<file path="src/rtl/uhr_pkg.sv">
// Shared types, constants and helper functions for the UDP hash-reply responder.
// No dependencies; every other file in rtl/ imports this package.

package uhr_pkg;

	localparam int HDR_BYTES    = 42;
	localparam int REPLY_BYTES  = 50;
	localparam int LEN_W        = 11;
	localparam int PORT_W       = 16;
	localparam int CK_W         = 20;
	localparam int CFG_IDX_W    = 2;
	localparam int CFG_DATA_W   = 16;
	localparam int QUEUE_DEPTH  = 2;
	localparam int QPTR_W       = $clog2(QUEUE_DEPTH);
	localparam int RCNT_W       = $clog2(REPLY_BYTES);

	localparam logic [63:0] FNV_BASIS = 64'hCBF2_9CE4_8422_2325;

	localparam logic [7:0] ETH_IPV4_HI  = 8'h08;
	localparam logic [7:0] ETH_IPV4_LO  = 8'h00;
	localparam logic [7:0] IP_PROTO_UDP = 8'd17;
	localparam logic [7:0] IP_TOTAL_LEN = 8'd36;
	localparam logic [7:0] UDP_LEN      = 8'd16;

	localparam logic [CFG_IDX_W-1:0] CFG_LISTEN_PORT = 2'd0;
	localparam logic [CFG_IDX_W-1:0] CFG_PAYLOAD_LEN = 2'd1;
	localparam logic [CFG_IDX_W-1:0] CFG_HASH_LEN    = 2'd2;

	localparam logic [PORT_W-1:0] LISTEN_PORT_RST = 16'd40000;
	localparam logic [LEN_W-1:0]  PAYLOAD_LEN_RST = 11'd100;
	localparam logic [LEN_W-1:0]  HASH_LEN_RST    = 11'd10;

	typedef enum logic [1:0] {
		VERDICT_PASS     = 2'd0,
		VERDICT_DROP     = 2'd1,
		VERDICT_TRANSMIT = 2'd2
	} verdict_t;

	typedef enum logic {
		BK_IDLE,
		BK_REPLY
	} back_state_t;

	typedef struct packed {
		logic [7:0] frame_byte;
		logic       last_byte;
	} frame_t;

	typedef struct packed {
		logic [1:0] verdict;
		logic [7:0] reply_byte;
		logic       reply_valid;
		logic       result_last;
	} result_t;

	// One finished frame: its verdict and, for a reply, the whole reply in
	// wire order (byte 0 in the low lane).
	typedef struct packed {
		verdict_t                         verdict;
		logic [REPLY_BYTES-1:0][7:0]      reply;
	} job_t;

	// FNV-1a step; the prime 2^40 + 0x1B3 is applied as shifts and adds.
	function automatic logic [63:0] fnv_step(input logic [63:0] h, input logic [7:0] b);
		logic [63:0] x;
		x = h ^ {56'd0, b};
		return (x << 40) + (x << 8) + (x << 7) + (x << 5) + (x << 4) + (x << 1) + x;
	endfunction

endpackage

</file>
<file path="src/rtl/uhr_front.sv">
// Front end: byte intake, header capture, FNV-1a hash, checksum and verdict.
// Depends on uhr_pkg; hands one job_t per frame to the job queue.

module uhr_front #(
	parameter int MAX_FRAME_BYTES = 2047
) (
	input  logic                          clk,
	input  logic                          arst_n,
	input  logic                          push,
	output logic                          full,
	input  uhr_pkg::frame_t               frame,
	input  logic                          cfg_valid,
	input  logic [uhr_pkg::CFG_IDX_W-1:0] cfg_index,
	input  logic [uhr_pkg::CFG_DATA_W-1:0] cfg_data,
	input  logic                          q_full,
	output logic                          q_push,
	output uhr_pkg::job_t                 q_job
);
	import uhr_pkg::*;

	localparam int CW     = $clog2(MAX_FRAME_BYTES + 1);
	localparam int LW     = (CW > LEN_W) ? CW : LEN_W;
	localparam int HIDX_W = $clog2(HDR_BYTES);
	localparam logic [CW-1:0] MAX_CNT = CW'(MAX_FRAME_BYTES);

	logic [PORT_W-1:0] listen_q;
	logic [LEN_W-1:0]  plen_q;
	logic [LEN_W-1:0]  hlen_q;
	logic [CW-1:0]     count_q;
	logic [63:0]       hash_q;
	logic [CK_W-1:0]   ck_q;
	logic [7:0]        hdr_q [HDR_BYTES];

	logic              accept;
	logic              stored;
	logic              hash_en;
	logic              ck_en;
	logic              hdr_ok;
	logic [CW-1:0]     len;
	logic [LW-1:0]     pos_x;
	logic [63:0]       hash_nx;
	logic [63:0]       hash_fin;
	logic [15:0]       ck_term;
	logic [16:0]       fold1;
	logic [15:0]       fold2;
	logic [15:0]       csum;
	logic [7:0]        hv [HDR_BYTES];
	logic [REPLY_BYTES-1:0][7:0] rp;
	verdict_t          verdict;

	assign accept  = push & ~q_full;
	assign full    = q_full;
	assign stored  = count_q < MAX_CNT;
	assign pos_x   = LW'(count_q);
	assign hash_en = stored && (pos_x >= LW'(HDR_BYTES)) &&
		((pos_x - LW'(HDR_BYTES)) < LW'(hlen_q));
	assign len     = stored ? count_q + CW'(1) : count_q;
	assign hash_nx = fnv_step(hash_q, frame.frame_byte);
	assign hash_fin = hash_en ? hash_nx : hash_q;

	// Header view including the byte on the port this cycle.
	for (genvar k = 0; k < HDR_BYTES; k++) begin : g_hv
		assign hv[k] = (count_q == CW'(k)) ? frame.frame_byte : hdr_q[k];
	end

	// Checksum terms of the reply IP header; total length and checksum
	// fields take their reply values, address swap leaves the sum as is.
	assign ck_en = stored && (count_q >= CW'(14)) && (count_q <= CW'(33));
	always_comb begin
		if (count_q == CW'(16) || count_q == CW'(24) || count_q == CW'(25)) begin
			ck_term = 16'd0;
		end else if (count_q == CW'(17)) begin
			ck_term = {8'd0, IP_TOTAL_LEN};
		end else if (!count_q[0]) begin
			ck_term = {frame.frame_byte, 8'd0};
		end else begin
			ck_term = {8'd0, frame.frame_byte};
		end
	end

	assign fold1 = {1'b0, ck_q[15:0]} + 17'(ck_q[CK_W-1:16]);
	assign fold2 = fold1[15:0] + 16'(fold1[16]);
	assign csum  = ~fold2;

	assign hdr_ok = (len > CW'(14)) && (hv[12] == ETH_IPV4_HI) && (hv[13] == ETH_IPV4_LO) &&
		(len > CW'(34)) && (hv[23] == IP_PROTO_UDP) && (len >= CW'(HDR_BYTES)) &&
		({hv[36], hv[37]} == listen_q);

	always_comb begin
		if (!hdr_ok) begin
			verdict = VERDICT_PASS;
		end else if ((LW'(len) - LW'(HDR_BYTES)) == LW'(plen_q)) begin
			verdict = VERDICT_TRANSMIT;
		end else begin
			verdict = VERDICT_DROP;
		end
	end

	always_comb begin
		for (int i = 0; i < 6; i++) begin
			rp[i]     = hv[6 + i];
			rp[6 + i] = hv[i];
		end
		for (int i = 12; i < 16; i++) begin
			rp[i] = hv[i];
		end
		rp[16] = 8'd0;
		rp[17] = IP_TOTAL_LEN;
		for (int i = 18; i < 24; i++) begin
			rp[i] = hv[i];
		end
		rp[24] = csum[15:8];
		rp[25] = csum[7:0];
		for (int i = 0; i < 4; i++) begin
			rp[26 + i] = hv[30 + i];
			rp[30 + i] = hv[26 + i];
		end
		rp[34] = hv[36];
		rp[35] = hv[37];
		rp[36] = hv[34];
		rp[37] = hv[35];
		rp[38] = 8'd0;
		rp[39] = UDP_LEN;
		rp[40] = 8'd0;
		rp[41] = 8'd0;
		for (int i = 0; i < 8; i++) begin
			rp[HDR_BYTES + i] = hash_fin[8 * i +: 8];
		end
	end

	assign q_push        = accept & frame.last_byte;
	assign q_job.verdict = verdict;
	assign q_job.reply   = rp;

	always_ff @(posedge clk or negedge arst_n) begin
		if (!arst_n) begin
			listen_q <= LISTEN_PORT_RST;
			plen_q   <= PAYLOAD_LEN_RST;
			hlen_q   <= HASH_LEN_RST;
		end else if (cfg_valid) begin
			case (cfg_index)
				CFG_LISTEN_PORT: listen_q <= cfg_data;
				CFG_PAYLOAD_LEN: plen_q   <= cfg_data[LEN_W-1:0];
				CFG_HASH_LEN:    hlen_q   <= cfg_data[LEN_W-1:0];
				default: ;
			endcase
		end
	end

	always_ff @(posedge clk or negedge arst_n) begin
		if (!arst_n) begin
			count_q <= '0;
			hash_q  <= FNV_BASIS;
			ck_q    <= '0;
		end else if (accept) begin
			if (frame.last_byte) begin
				count_q <= '0;
				hash_q  <= FNV_BASIS;
				ck_q    <= '0;
			end else begin
				if (stored) begin
					count_q <= count_q + CW'(1);
				end
				if (hash_en) begin
					hash_q <= hash_nx;
				end
				if (ck_en) begin
					ck_q <= ck_q + CK_W'(ck_term);
				end
			end
		end
	end

	always_ff @(posedge clk) begin
		if (accept && stored && (count_q < CW'(HDR_BYTES))) begin
			hdr_q[count_q[HIDX_W-1:0]] <= frame.frame_byte;
		end
	end

endmodule

</file>
<file path="src/rtl/uhr_queue.sv">
// Short job queue between the front end and the reply serializer.
// Depends on uhr_pkg for job_t and the queue depth.

module uhr_queue (
	input  logic          clk,
	input  logic          arst_n,
	input  logic          push,
	output logic          full,
	input  uhr_pkg::job_t wr_job,
	input  logic          pop,
	output logic          empty,
	output uhr_pkg::job_t head
);
	import uhr_pkg::*;

	job_t              mem_q [QUEUE_DEPTH];
	logic [QPTR_W-1:0] wr_q;
	logic [QPTR_W-1:0] rd_q;
	logic [QPTR_W:0]   fill_q;
	logic              do_push;
	logic              do_pop;

	assign full    = fill_q == (QPTR_W + 1)'(QUEUE_DEPTH);
	assign empty   = fill_q == '0;
	assign do_push = push & ~full;
	assign do_pop  = pop & ~empty;
	assign head    = mem_q[rd_q];

	always_ff @(posedge clk or negedge arst_n) begin
		if (!arst_n) begin
			wr_q   <= '0;
			rd_q   <= '0;
			fill_q <= '0;
		end else begin
			if (do_push) begin
				wr_q <= wr_q + QPTR_W'(1);
			end
			if (do_pop) begin
				rd_q <= rd_q + QPTR_W'(1);
			end
			case ({do_push, do_pop})
				2'b10:   fill_q <= fill_q + (QPTR_W + 1)'(1);
				2'b01:   fill_q <= fill_q - (QPTR_W + 1)'(1);
				default: fill_q <= fill_q;
			endcase
		end
	end

	always_ff @(posedge clk) begin
		if (do_push) begin
			mem_q[wr_q] <= wr_job;
		end
	end

endmodule

</file>
<file path="src/rtl/uhr_back.sv">
// Back end: takes jobs from the queue and shifts out result words.
// Depends on uhr_pkg; owns the output register seen on the result port.

module uhr_back (
	input  logic            clk,
	input  logic            arst_n,
	input  logic            q_empty,
	input  uhr_pkg::job_t   q_head,
	output logic            q_pop,
	output logic            empty,
	input  logic            pop,
	output uhr_pkg::result_t result
);
	import uhr_pkg::*;

	back_state_t                 state_q;
	back_state_t                 state_d;
	logic                        out_valid_q;
	result_t                     result_q;
	logic [REPLY_BYTES-1:0][7:0] sh_q;
	logic [RCNT_W-1:0]           cnt_q;
	logic                        adv;
	logic                        load;
	logic                        shift;

	assign adv    = ~out_valid_q | pop;
	assign empty  = ~out_valid_q;
	assign result = result_q;

	always_ff @(posedge clk or negedge arst_n) begin
		if (!arst_n) begin
			state_q <= BK_IDLE;
		end else begin
			state_q <= state_d;
		end
	end

	always_comb begin
		state_d = state_q;
		q_pop   = 1'b0;
		load    = 1'b0;
		shift   = 1'b0;
		case (state_q)
			BK_IDLE: begin
				if (!q_empty && adv) begin
					q_pop = 1'b1;
					load  = 1'b1;
					if (q_head.verdict == VERDICT_TRANSMIT) begin
						state_d = BK_REPLY;
					end
				end
			end
			BK_REPLY: begin
				if (adv) begin
					shift = 1'b1;
					if (cnt_q == RCNT_W'(1)) begin
						state_d = BK_IDLE;
					end
				end
			end
			default: state_d = BK_IDLE;
		endcase
	end

	always_ff @(posedge clk or negedge arst_n) begin
		if (!arst_n) begin
			out_valid_q <= 1'b0;
			cnt_q       <= '0;
		end else if (load) begin
			out_valid_q <= 1'b1;
			cnt_q       <= RCNT_W'(REPLY_BYTES - 1);
		end else if (shift) begin
			out_valid_q <= 1'b1;
			cnt_q       <= cnt_q - RCNT_W'(1);
		end else if (pop) begin
			out_valid_q <= 1'b0;
		end
	end

	always_ff @(posedge clk) begin
		if (load) begin
			result_q.verdict <= q_head.verdict;
			sh_q             <= {8'h00, q_head.reply[REPLY_BYTES-1:1]};
			if (q_head.verdict == VERDICT_TRANSMIT) begin
				result_q.reply_byte  <= q_head.reply[0];
				result_q.reply_valid <= 1'b1;
				result_q.result_last <= 1'b0;
			end else begin
				result_q.reply_byte  <= 8'd0;
				result_q.reply_valid <= 1'b0;
				result_q.result_last <= 1'b1;
			end
		end else if (shift) begin
			result_q.verdict     <= VERDICT_TRANSMIT;
			result_q.reply_byte  <= sh_q[0];
			result_q.reply_valid <= 1'b1;
			result_q.result_last <= cnt_q == RCNT_W'(1);
			sh_q                 <= {8'h00, sh_q[REPLY_BYTES-1:1]};
		end
	end

endmodule

</file>
<file path="src/rtl/udp_hash_reply_responder_top.sv">
// Top level of the UDP hash-reply responder: front end, job queue, back end.
// Depends on uhr_pkg, uhr_front, uhr_queue and uhr_back.
//
//   channel   handshake            payload            meaning
//   --------  -------------------  -----------------  ------------------------------
//   frame     push / full          frame_t            one received frame byte + last
//   result    pop / empty          result_t           verdict or one reply byte
//   config    cfg_valid/cfg_ready  cfg_index/cfg_data listen port, lengths
//
// Frame bytes are taken one per cycle while full is low; the verdict is settled
// on the cycle the last byte is taken and queued as one job (up to two jobs wait).
// Each job drains as one result word (pass, drop) or 50 reply words, one
// per cycle while pop is held; that serializer bounds the frame rate.
// full rises only while the job queue holds two jobs. Reset clears counters,
// hash, queue pointers and output valid flag at once; there is no clearing pass.

module udp_hash_reply_responder_top #(
	parameter int MAX_FRAME_BYTES = 2047
) (
	input  logic                           clk,
	input  logic                           arst_n,
	input  logic                           push,
	output logic                           full,
	input  uhr_pkg::frame_t                frame,
	output logic                           empty,
	input  logic                           pop,
	output uhr_pkg::result_t               result,
	input  logic                           cfg_valid,
	output logic                           cfg_ready,
	input  logic [uhr_pkg::CFG_IDX_W-1:0]  cfg_index,
	input  logic [uhr_pkg::CFG_DATA_W-1:0] cfg_data
);
	import uhr_pkg::*;

	logic q_push;
	logic q_full;
	logic q_pop;
	logic q_empty;
	job_t q_wr_job;
	job_t q_head;

	// Register writes are never stalled; cfg_ready is tied high.
	assign cfg_ready = 1'b1;

	// Capture header, hash payload, decide the verdict.
	uhr_front #(
		.MAX_FRAME_BYTES(MAX_FRAME_BYTES)
	) u_front (
		.clk      (clk),
		.arst_n   (arst_n),
		.push     (push),
		.full     (full),
		.frame    (frame),
		.cfg_valid(cfg_valid),
		.cfg_index(cfg_index),
		.cfg_data (cfg_data),
		.q_full   (q_full),
		.q_push   (q_push),
		.q_job    (q_wr_job)
	);

	// Hold finished frames so parsing of the next frame goes on.
	uhr_queue u_queue (
		.clk   (clk),
		.arst_n(arst_n),
		.push  (q_push),
		.full  (q_full),
		.wr_job(q_wr_job),
		.pop   (q_pop),
		.empty (q_empty),
		.head  (q_head)
	);

	// Drain jobs word by word into the result register.
	uhr_back u_back (
		.clk    (clk),
		.arst_n (arst_n),
		.q_empty(q_empty),
		.q_head (q_head),
		.q_pop  (q_pop),
		.empty  (empty),
		.pop    (pop),
		.result (result)
	);

endmodule

</file>
<file path="config.mk">
export PLATFORM = sky130hd
export DESIGN_NAME = udp_hash_reply_responder_top
export DESIGN_NICKNAME = d
export VERILOG_FILES = /design/src/rtl/uhr_pkg.sv /design/src/rtl/uhr_front.sv /design/src/rtl/uhr_queue.sv /design/src/rtl/uhr_back.sv /design/src/rtl/udp_hash_reply_responder_top.sv
export SDC_FILE = /design/constraint.sdc
export NUM_CORES = 2
export LEC_CHECK = 0
export BUFFER_PORTS_ARGS = -buffer_cell sky130_fd_sc_hd__clkbuf_2
export CAP_MARGIN = 20
export CORE_ASPECT_RATIO = 0.9
export CORE_MARGIN = 3
export CORE_UTILIZATION = 45
export CTS_CLUSTER_SIZE = 28
export DETAILED_ROUTE_END_ITERATION = 8
export GPL_ROUTABILITY_DRIVEN = 0
export PLACE_DENSITY = 0.7
export SLEW_MARGIN = 5
export SYNTH_ARGS = -nofsm -noshare
export SYNTH_HDL_FRONTEND = slang
export SYNTH_SLANG_ARGS = --single-unit
</file>
<file path="constraint.sdc">
create_clock -name clk -period 20.9 [get_ports clk]
set_input_delay 3.135 -clock clk [delete_from_list [all_inputs] [get_ports clk]]
set_output_delay 3.135 -clock clk [all_outputs]
set_load 0.02 [all_outputs]
</file>
==> flow_summary_export.csv <==
group,metric,value,unit
status,status,"finished, final reports clean",
place,pre_cts_slack,11.09,ns
floorplan,dieHeight,387,um
timing,holdWs,0.498,ns
cts,clk_path_buf_depth,3,
yosys,synth_area,72600,um2
yosys,post_synth_num_cell_types,89,
drt,wl,165000,um
yosys,synth_adder_area_share,9.38,%
layout,syn2layout_area_growth,10.1,%
timing,relSlewSlack,29.7,%
critical_path,crit_fanout,32,
timing,setup_ws,11.67,ns
critical_path,critPathCaptureType,"flop",
timing,post-route-period-util,44.2,%
timing,hold_viol_final,0,
layout,final_nets,5718,
place,place_hpwl,104000,um
yosys,synth-simple-area-share,6.23,%
layout,regArea,45200,um2
yosys,synth_top_family_by_area,"multiplexers",
cts,cts_buffers,155,
layout,nFillCells,13500,
timing,finalMaxSlewViolations,0,
yosys,synth-xor-area-share,2.23,%
global_route,grt_usage,19.8,%
yosys,synth_area_leader_cell,"edfxtp_1",
layout,drive_above_1_share,12.9,%
timing,max_freq,108,MHz
drt,antenna_left,0,
layout,multi_input_area,24900,um2
cts,cts_max_level,4,
timing,finalSetupViolCount,0,
yosys,synth_mux_area_share,9.63,%
yosys,synth.area.top_cells,"edfxtp_1 57%, fa_1 6.7%, mux2i_1 4.9%",
timing,rsz0062_at_grt,"no",
critical_path,critical_path_class,"in2reg",
cts,cts_sinks,1529,
critical_path,worstPathRequired,21.37,ns
timing,fin_tns_setup,0,ns
drt,vias_per_cell,5.52,
drt,drc,0,
drt,vias,41600,
cts,cts_tree,"yes",
yosys,ys_seq_area_share,62.3,%
layout,final_cell_area,80000,um2
yosys,synth_fp_nets,5715,
global_route,grt_max_degree,228,
yosys,synth_ff_type,"edfxtp_1",
floorplan,dieWidth,429,um
yosys,synth-edff-count,1384,
global_route,grt_pass1_vias,42700,
yosys,syn-mean-instance-area,13.7,um2
cts,ctsHoldBuffers,0,
timing,min_period,9.23,ns
floorplan,rows,139,
drt,drt_iter0_drc,3856,
yosys,ys_ff_latch,1529,
place,port_buffers,45,
cts,root_buffer,"clkbuf_16",
yosys,yosysTopAreaCellShare,57.2,%
flow_run,max_cap_viol_count,0,
floorplan,start_util,45.4,%
yosys,yosysMostFrequentCell,"edfxtp_1",
yosys,netlist_instances,5288,
floorplan,core-area,160000,um2
yosys,synth-async-reset-ratio,9.48,%
yosys,synth_compound_area_share,6.73,%
floorplan,ioPinCount,47,
drt,firstDrtPassIters,6,
global_route,overflow,0,
global_route,grt_first_pass_wirelength,254000,um
drt,wire_per_inst,21.9,um
cts,cts_setup_buffers,0,
global_route,antenna_found_initial,5,
cts,clk_pin_slew,0.06,ns
yosys,yosys_warnings,0,
cts,insertion_delay,0.79,ns
critical_path,arrival,9.70,ns
yosys,yosys-top-cells-count,"1384 x edfxtp_1, 599 x nand2_1, 475 x o21ai_0",
place,postPlaceCellArea,75100,um2
timing,worstMarginPinSlew,1.05,ns
min_path,hp-class,"reg2reg",
timing,skew,0.0541,ns
critical_path,critPathLaunchType,"primary input",
cts,cts_resized,0,
floorplan,die_area,166000,um2
==> per-layer routing <==
metal | share of wire (%) | track usage [%] | wire length, um
met5 | 0.013 | 0 | 21
met4 | 3.8 | 7.32 | 6350
met3 | 6.5 | 4.15 | 10800
met2 | 47 | 31.7 | 77700
met1 | 43 | 26.7 | 70100
==> metrics by stage <==
| stage | std cells | utilization (%) |
|---|---|---|
| floorplan | 5288 | - |
| global placement | 7247 | 46.9 |
| detailed placement | 7247 | 46.9 |
| CTS | 7529 | 49.9 |
| global route | 7534 | 50.0 |
| finish | 7534 | 50.0 |
==> sequential cells by signal (all words and copies together) (netlist names), 6 cells and up <==
name,count
u_back.cnt_q,6
u_back.result,12
u_back.sh_q,392
u_front.ck_q,20
u_front.count_q,11
u_front.hash_q,64
u_front.hdr_q,272
u_front.hlen_q,11
u_front.listen_q,16
u_front.plen_q,11
u_queue.mem_q,708
==> worst max-delay path, cell delays in order <==
cell and delay [ns]:
buf_4 0.39, xor2_1 0.64, ha_1 0.41, xnor2_1 0.18
fa_1 0.57, inv_1 0.05, ha_1 0.29, ha_1 0.29
ha_1 0.24, fa_1 0.43, a211oi_1 0.41, o21bai_2 0.16
a31o_2 0.29, a21oi_2 0.15, a211o_4 0.16, o221ai_4 0.13
a221oi_2 0.77, o21ai_0 0.33, a31oi_1 0.29, xor2_1 0.20
o21ai_0 0.12
==> final timing paths <==
check	start	endpoint	slack [ns]	cells past startpoint
min in group asynchronous	arst_n	u_front.hash_q[15]	2.23	1
min	u_back.sh_q[142]	u_back.sh_q[134]	0.50	1
max	frame[1]	u_queue.mem_q[0][333]	11.67	21
max reg2reg	u_front.hash_q[0]	u_queue.mem_q[0][333]	13.97	20
max in group asynchronous	arst_n	u_queue.rd_q	17.45	2
min reg2reg	u_back.sh_q[142]	u_back.sh_q[134]	0.50	1
==> final cells by class <==
class / instances / share of cell area (%)
Clock buffer: 193 / 5.09
Inverter: 416 / 1.95
Sequential cell: 1529 / 56.6
Clock inverter: 89 / 0.975
Antenna cell: 3 / 0.00939
Multi-Input combinational cell: 3085 / 31.1
Timing Repair Buffer: 104 / 0.956
Tap cell: 2115 / 3.31
==> layout by cell type (no fill, tap or decap), types with 36 or more instances in the layout <==
cell,n
edfxtp_1,1384
nand2_1,597
o21ai_0,475
inv_1,414
mux2i_1,356
mux2_2,302
fa_1,242
clkbuf_16,155
ha_1,153
nor2_1,133
a21oi_1,117
xnor2_1,107
dfrtp_1,106
xor2_1,78
and2_1,67
a21o_1,63
buf_4,62
nand3_1,43
clkinv_1,41
dfstp_2,38
clkbuf_2,36
==> kinds of logic (layout without fill, tap and decap cells) <==
group                    count (synthesis)  count (layout)
buffers and inverters                  674             802
flip-flops                            1529            1529
multiplexers                           660             660
AO/OA/AOI/OAI                          832             832
XOR/XNOR                               185             185
AND/OR/NAND/NOR                       1007            1007
other                                    1               4
adder cells (fa/ha/maj)                400             400
Power is not shown: default switching activity piles up to over one toggle a cycle in this logic, so the estimate is an artifact.
